===== src/rtl/quic_ih_pkg.sv =====
// Shared types and constants for the QUIC Initial header parser.
`default_nettype none

package quic_ih_pkg;

    // Largest connection ID length accepted in the header
    localparam logic [7:0] MAX_CID_LEN = 8'd20;

    // First-byte checks
    localparam int unsigned LONG_HDR_BIT = 7;
    localparam logic [1:0] PKT_TYPE_INITIAL = 2'b00;

    // Version field is four bytes
    localparam logic [7:0] VERSION_BYTES = 8'd4;

    // Fixed offset of the destination connection ID
    localparam logic [2:0] DST_CID_OFS = 3'd6;

    typedef struct packed {
        logic [7:0] data_byte;
        logic       last_byte;
    } in_item_t;

    typedef struct packed {
        logic        valid_res;
        logic [7:0]  ver_msb;
        logic [2:0]  dst_cid_ofs;
        logic [4:0]  dst_cid_len;
        logic [4:0]  src_cid_ofs;
        logic [4:0]  src_cid_len;
        logic [5:0]  tok_ofs;
        logic [7:0]  tok_size;
        logic [15:0] payload_length;
    } res_item_t;

endpackage

`default_nettype wire


===== src/rtl/quic_initial_header_parser_unit.sv =====
// Top level of the QUIC long-header Initial packet header parser.
`default_nettype none

// Takes one datagram byte per item and walks the long header with a small
// phase machine: first byte (long-header bit set, packet type Initial), four
// version bytes (must not all be zero), DCID length and bytes, SCID length and
// bytes, a one-byte token length and the token, then two raw length bytes.
// Both ID lengths must be at most MAX_CID_LEN. Bytes past the header, or past
// a failed check, are ignored. Exactly one result item leaves on
// the byte flagged last_byte; valid_res is 1 only if the whole header fit in
// the datagram and passed every check, and all other fields are zero when it
// is 0. The parser then returns to its reset state for the next datagram.
// Rate: one byte per clock unless stalled. The phase update and the result fields
// are a single level of logic feeding the phase registers and one result
// register, so a new byte is taken every cycle; the byte stall is raised only
// while a finished result sits in the result register and the downstream side
// is stalling it. The result is registered and appears in the cycle after the last byte.
module quic_initial_header_parser_unit
    import quic_ih_pkg::*;
(
    input  wire logic      clk,
    input  wire logic      rst_n,
    input  wire logic      byte_valid,
    output      logic      byte_stall,
    input  wire in_item_t  byte_item,
    output      logic      res_valid,
    input  wire logic      res_stall,
    output      res_item_t res_item
);

    // Header walk phases
    localparam logic [3:0] PH_FIRST = 4'd0;
    localparam logic [3:0] PH_VER   = 4'd1;
    localparam logic [3:0] PH_DCIL  = 4'd2;
    localparam logic [3:0] PH_DCID  = 4'd3;
    localparam logic [3:0] PH_SCIL  = 4'd4;
    localparam logic [3:0] PH_SCID  = 4'd5;
    localparam logic [3:0] PH_TOKL  = 4'd6;
    localparam logic [3:0] PH_TOK   = 4'd7;
    localparam logic [3:0] PH_LENH  = 4'd8;
    localparam logic [3:0] PH_LENL  = 4'd9;
    localparam logic [3:0] PH_DONE  = 4'd10;

    logic [3:0] phase_reg,     phase_next;
    logic [7:0] skip_reg,      skip_next;
    logic       failed_reg,    failed_next;
    logic       ver_nz_reg,    ver_nz_next;
    logic [7:0] ver_first_reg, ver_first_next;
    logic [4:0] dcid_len_reg,  dcid_len_next;
    logic [4:0] scid_len_reg,  scid_len_next;
    logic [7:0] tok_len_reg,   tok_len_next;
    logic [7:0] len_hi_reg,    len_hi_next;
    logic [7:0] len_lo_reg,    len_lo_next;

    logic       res_valid_reg;
    res_item_t  res_item_reg, res_item_next;

    logic       accept;
    logic [7:0] b;
    logic [7:0] skip_dec;
    logic       hdr_ok;

    // Only a held, stalled result blocks the input side
    assign byte_stall = res_valid_reg & res_stall;
    assign accept     = byte_valid & ~byte_stall;
    assign b          = byte_item.data_byte;
    assign skip_dec   = (skip_reg != 8'd0) ? skip_reg - 8'd1 : skip_reg;

    always_comb
    begin
        phase_next     = phase_reg;
        skip_next      = skip_reg;
        failed_next    = failed_reg;
        ver_nz_next    = ver_nz_reg;
        ver_first_next = ver_first_reg;
        dcid_len_next  = dcid_len_reg;
        scid_len_next  = scid_len_reg;
        tok_len_next   = tok_len_reg;
        len_hi_next    = len_hi_reg;
        len_lo_next    = len_lo_reg;

        case (phase_reg)
            PH_FIRST:
            begin
                if (!b[LONG_HDR_BIT] || (b[5:4] != PKT_TYPE_INITIAL))
                begin
                    failed_next = 1'b1;
                    phase_next  = PH_DONE;
                end
                else
                begin
                    phase_next = PH_VER;
                    skip_next  = VERSION_BYTES;
                end
            end
            PH_VER:
            begin
                if (skip_reg == VERSION_BYTES)
                    ver_first_next = b;
                if (b != 8'd0)
                    ver_nz_next = 1'b1;
                skip_next = skip_dec;
                if (skip_dec == 8'd0)
                begin
                    if (!ver_nz_next)
                    begin
                        failed_next = 1'b1;
                        phase_next  = PH_DONE;
                    end
                    else
                        phase_next = PH_DCIL;
                end
            end
            PH_DCIL:
            begin
                if (b > MAX_CID_LEN)
                begin
                    failed_next = 1'b1;
                    phase_next  = PH_DONE;
                end
                else
                begin
                    dcid_len_next = b[4:0];
                    skip_next     = b;
                    phase_next    = (b == 8'd0) ? PH_SCIL : PH_DCID;
                end
            end
            PH_DCID:
            begin
                skip_next = skip_dec;
                if (skip_dec == 8'd0)
                    phase_next = PH_SCIL;
            end
            PH_SCIL:
            begin
                if (b > MAX_CID_LEN)
                begin
                    failed_next = 1'b1;
                    phase_next  = PH_DONE;
                end
                else
                begin
                    scid_len_next = b[4:0];
                    skip_next     = b;
                    phase_next    = (b == 8'd0) ? PH_TOKL : PH_SCID;
                end
            end
            PH_SCID:
            begin
                skip_next = skip_dec;
                if (skip_dec == 8'd0)
                    phase_next = PH_TOKL;
            end
            PH_TOKL:
            begin
                tok_len_next = b;
                skip_next    = b;
                phase_next   = (b == 8'd0) ? PH_LENH : PH_TOK;
            end
            PH_TOK:
            begin
                skip_next = skip_dec;
                if (skip_dec == 8'd0)
                    phase_next = PH_LENH;
            end
            PH_LENH:
            begin
                len_hi_next = b;
                phase_next  = PH_LENL;
            end
            PH_LENL:
            begin
                len_lo_next = b;
                phase_next  = PH_DONE;
            end
            default:
            begin
                // header finished or abandoned: ignore the rest
            end
        endcase
    end

    // Header complete: reached the end of the walk without a failed check
    assign hdr_ok = (phase_next == PH_DONE) & ~failed_next;

    always_comb
    begin
        res_item_next = '0;
        if (hdr_ok)
        begin
            res_item_next.valid_res      = 1'b1;
            res_item_next.ver_msb        = ver_first_next;
            res_item_next.dst_cid_ofs    = DST_CID_OFS;
            res_item_next.dst_cid_len    = dcid_len_next;
            res_item_next.src_cid_ofs    = 5'd7 + dcid_len_next;
            res_item_next.src_cid_len    = scid_len_next;
            res_item_next.tok_ofs        = 6'd8 + {1'b0, dcid_len_next}
                                                + {1'b0, scid_len_next};
            res_item_next.tok_size       = tok_len_next;
            res_item_next.payload_length = {len_hi_next, len_lo_next};
        end
    end

    // Parser state; the last byte of a datagram returns it to reset values
    always_ff @(posedge clk or negedge rst_n)
    begin
        if (!rst_n)
        begin
            phase_reg     <= PH_FIRST;
            skip_reg      <= '0;
            failed_reg    <= 1'b0;
            ver_nz_reg    <= 1'b0;
            ver_first_reg <= '0;
            dcid_len_reg  <= '0;
            scid_len_reg  <= '0;
            tok_len_reg   <= '0;
            len_hi_reg    <= '0;
            len_lo_reg    <= '0;
        end
        else if (accept)
        begin
            if (byte_item.last_byte)
            begin
                phase_reg     <= PH_FIRST;
                skip_reg      <= '0;
                failed_reg    <= 1'b0;
                ver_nz_reg    <= 1'b0;
                ver_first_reg <= '0;
                dcid_len_reg  <= '0;
                scid_len_reg  <= '0;
                tok_len_reg   <= '0;
                len_hi_reg    <= '0;
                len_lo_reg    <= '0;
            end
            else
            begin
                phase_reg     <= phase_next;
                skip_reg      <= skip_next;
                failed_reg    <= failed_next;
                ver_nz_reg    <= ver_nz_next;
                ver_first_reg <= ver_first_next;
                dcid_len_reg  <= dcid_len_next;
                scid_len_reg  <= scid_len_next;
                tok_len_reg   <= tok_len_next;
                len_hi_reg    <= len_hi_next;
                len_lo_reg    <= len_lo_next;
            end
        end
    end

    // Result register
    always_ff @(posedge clk or negedge rst_n)
    begin
        if (!rst_n)
            res_valid_reg <= 1'b0;
        else if (accept && byte_item.last_byte)
            res_valid_reg <= 1'b1;
        else if (!res_stall)
            res_valid_reg <= 1'b0;
    end

    always_ff @(posedge clk)
    begin
        if (accept && byte_item.last_byte)
            res_item_reg <= res_item_next;
    end

    assign res_valid = res_valid_reg;
    assign res_item  = res_item_reg;

endmodule

`default_nettype wire


===== config.mk =====
export PLATFORM = sky130hd
export DESIGN_NAME = quic_initial_header_parser_unit
export DESIGN_NICKNAME = d
export VERILOG_FILES = /design/src/rtl/quic_ih_pkg.sv /design/src/rtl/quic_initial_header_parser_unit.sv
export SDC_FILE = /design/constraint.sdc
export NUM_CORES = 1
export LEC_CHECK = 0
export BUFFER_PORTS_ARGS = -buffer_cell sky130_fd_sc_hd__buf_2
export CAP_MARGIN = 20
export CORE_MARGIN = 3
export CORE_UTILIZATION = 50
export CTS_BUF_LIST = sky130_fd_sc_hd__clkbuf_8
export CTS_CLUSTER_SIZE = 40
export DETAILED_ROUTE_END_ITERATION = 7
export PLACE_DENSITY_LB_ADDON = 0.15
export SLEW_MARGIN = 25
export SYNTH_ARGS = -nofsm -noshare
export SYNTH_HDL_FRONTEND = slang
export SYNTH_SLANG_ARGS = --single-unit

===== constraint.sdc =====
create_clock -name clk -period 4.3 [get_ports clk]
set_input_delay 1.075 -clock clk [delete_from_list [all_inputs] [get_ports clk]]
set_output_delay 1.075 -clock clk [all_outputs]
set_load 0.02 [all_outputs]

==> run summary <==
The run finished with clean final reports. The final-layout fill cell count was 998; the post-synthesis mux area share was 7.06%. The final layout contains 666 nets. Clock-pin slew was measured on the worst setup and hold paths at 100 ps. The min-delay analysis places its worst path in the category register to register. The worst-path maximum fanout was 5; the maximum count of clock buffers along a single path was 2. For this run, the leading register cell type out of synthesis is dfrtp_1.

The measured slew at the worst slew-check pin is 893 ps. Timing would allow up to 267 MHz. The arrival time of data at the critical path endpoint came out at 3880 ps. The areal power density over the cells was 408 mW/mm^2; the initial antenna violation count was 0.

The routed design could run at a clock period as short as 3750 ps. Share of the clock period used by the worst path after layout: 87.2%. The run gives 0 as the final antenna diode count. The first global-routing pass estimated 24500 um of wire. The synthesis-to-layout area growth was 13.2%; the overall power after layout was 0.00276 W. The logs give 0 for the post-cts sizing count and 4596 for the detailed-route via count. Setup total negative slack on the finished layout was measured at 0 ps.

After detailed routing, the average wire length per cell comes to 19.0 um. The tools report the count of final max-slew check failures as 0. The combinational family with the most area after synthesis was simple AND/OR/NAND/NOR gates.

In this run the number of H-tree levels came out at 3. The number of flip-flops under the largest register name came out at 54. The tools report the cell area after technology mapping as 0.00599 mm^2. For the quantity of hold-fixing buffers added after cts, the log shows 0. The logs give 40.4% for the tightest slew margin relative to the limit and 56 for the maximum number of pins on one net before global-route repair. For this design the static power due to leakage is 2.80 nW. After global routing the overflow that remains totals 0.

Start-to-end type of the worst setup path: primary input to register. The run gives 570 as the synthesized instance count. The average cell area after synthesis works out to 10.5 um^2. Area share of and/or/nand/nor cells after synthesis: 20.2%. The first-pass iteration count of the detailed router came out at 5.

The count of buffers from port buffering was 70; the synthesis-stage register bit count was 111. In this run the remaining antenna-violating nets after routing total 0. The run gives 6.46 ps as the post-route clock skew. Summing the areas of all compound-gate instances in the mapped netlist gives 12.7% of the synthesized area. Via count of the first global-routing pass: 4535. The per-cell via count in the routed design works out to 5.83.

The later pin in the worst-skew pair is clocked with a latency of 380 ps. The XOR/XNOR share of the synthesized area was 1.17%; the setup-violating endpoint count in the final report was 0. TritonCTS built the clock tree. Once detailed placement completed, the half-perimeter wirelength came to 10500 um. The DRC violation count after routing was 0.

The number of different library cells used by synthesis comes to 53. Across the VDD grid, the largest voltage drop is 0.181 mV. The post-route netlist has 28.1% of its cells at a drive strength greater than 1. Yosys printed 0 warnings.

Row generation in the floorplan step produced 39 rows. For this run, asynchronously set or reset flops after synthesis account for 51.4%. Clock tree synthesis selected as its root buffer the cell clkbuf_8.

Of the synthesized area, sequential elements account for 50.9%. In this run, synthesis inferred 54 flip-flops with an integrated enable. The total nets after synthesis was 596; the global-route total usage across every layer was 23.8%.

The core region is 0.0116 mm^2. The tree built by TritonCTS fans out to 111 sinks. Number of buffers inserted to repair setup after CTS: 0. The logs give 489 ps for the worst-case hold slack and 0.0133 mm^2 for the overall die area.

The final layout contains routed wiring with a total length of 15000 um. For the worst setup path, the data required time is 4440 ps. The number of hold violations in the final report is 0. Initial core utilization: 51.8%.

The detailed router finished its first iteration with 461 violations. The number of max-cap violations was 0. Area share of fa/ha/maj cells after synthesis: 2.84%. Setup repair after global routing left no endpoint under its margin. The width of the die works out to 115 um. The tools report the category of the worst setup path launch point as a primary input.

In this run the vertical extent of the chip is 115 um. At the end of routability-driven placement, the weighted congestion stood at 0.885. The tools report the I/O pin count as 72.

The number of clock buffers inserted by TritonCTS is 9. The capturing element type of the critical path was a register.
routing by layer:
metal	part of all wire, %	global-route usage (%)
met1	46	33.5
met2	47	38.3
met3	5.3	3.39
met4	1.8	7.51
met5	0	0
cells in the final DEF (no fill, tap or decap), types with 4 or more instances in the layout:
cell type,count
a21oi_1,20
a31oi_1,9
buf_2,70
buf_4,28
clkbuf_8,10
dfrtp_1,57
edfxtp_1,54
ha_1,12
inv_1,23
mux2i_1,40
nand2_1,73
nand2b_1,9
nand3_1,5
nor2_1,20
nor2b_1,4
nor3_1,13
nor3_2,49
nor4_1,7
o21ai_0,64
o21ai_1,6
or2_2,5
xor2_1,5
Yosys cell counts (all sizes together), types with 2 or more instances:
| library cell | number | share of area [%] |
|---|---|---|
| a22oi | 3 | 0.46 |
| nand2 | 73 | 4.6 |
| nor2 | 22 | 1.4 |
| o21a | 2 | 0.25 |
| or2 | 5 | 0.52 |
| a211oi | 3 | 0.38 |
| a21oi | 20 | 1.7 |
| o21ai | 71 | 6.0 |
| ha | 12 | 2.5 |
| a32oi | 2 | 0.29 |
| nor2b | 4 | 0.42 |
| xor2 | 5 | 0.73 |
| buf | 17 | 2.2 |
| a21o | 2 | 0.25 |
| nor3b | 2 | 0.25 |
| nand3 | 5 | 0.42 |
| inv | 21 | 1.3 |
| a22o | 2 | 0.29 |
| dfrtp | 57 | 24 |
| clkbuf | 25 | 1.6 |
| mux2 | 2 | 0.38 |
| a31oi | 9 | 0.94 |
| nand2b | 9 | 0.94 |
| and2 | 3 | 0.31 |
| nor4 | 8 | 0.84 |
| a211o | 3 | 0.44 |
| and3 | 3 | 0.31 |
| xnor2 | 3 | 0.44 |
| nor3 | 62 | 9.3 |
| edfxtp | 54 | 27 |
| or4b | 2 | 0.40 |
| or3 | 3 | 0.31 |
| o22ai | 3 | 0.31 |
| o211ai | 4 | 0.58 |
| mux2i | 40 | 6.7 |
critical path: stages:
cell and delay (ps):
buf_2 110, nor3_1 170, buf_4 160, o21a_1 220, nand4b_1 260, mux2i_1 270, inv_1 60, ha_1 300
ha_1 230, fa_1 430, a21o_1 190, a21oi_1 160, xor2_1 200, nor3_2 50
kinds of logic after synthesis:
group,count (synthesis)
other,1
XOR/XNOR,8
multiplexers,42
buffers and inverters,63
AO/OA/AOI/OAI,129
adder cells (fa/ha/maj),13
AND/OR/NAND/NOR,203
flip-flops,111
where the power goes:
group | switching (W) | internal, W | total, W
Clock | 0.000362 | 0.000284 | 0.000646
Sequential | 0.0000787 | 0.00120 | 0.00128
Combinational | 0.000565 | 0.000275 | 0.000840
through the flow:
stage	instances	cell area, um^2	util [%]	worst slack [ps]
after CTS	788	6780	58.6	592
final	788	6780	58.7	550
after global placement	772	6580	56.9	271
after detailed placement	772	6580	56.9	201
after floorplan	570	5990	-	120
after global routing	788	6780	58.7	360
layout make-up:
type	instances	area, um^2	area share, %
clock buffer	10	138	2.03
timing repair buffer	101	621	9.15
inverter	21	78.8	1.16
multi-input combinational	396	2660	39.2
tap	143	179	2.64
clock inverter	6	60.1	0.885
sequential	111	3050	44.9
final timing paths:
check	endpoint	startpoint	depth (start not counted)	slack, ps
min	ver_first_reg[7]	ver_first_reg[7]	2	490
min in group asynchronous	skip_reg[3]	rst_n	1	800
max	res_item[29]	byte_item[6]	14	550
max reg2reg	res_item[50]	skip_reg[0]	10	870
min reg2reg	ver_first_reg[7]	ver_first_reg[7]	2	490
max in group asynchronous	len_lo_reg[7]	rst_n	2	2680
(Power assumes the default switching activity.)
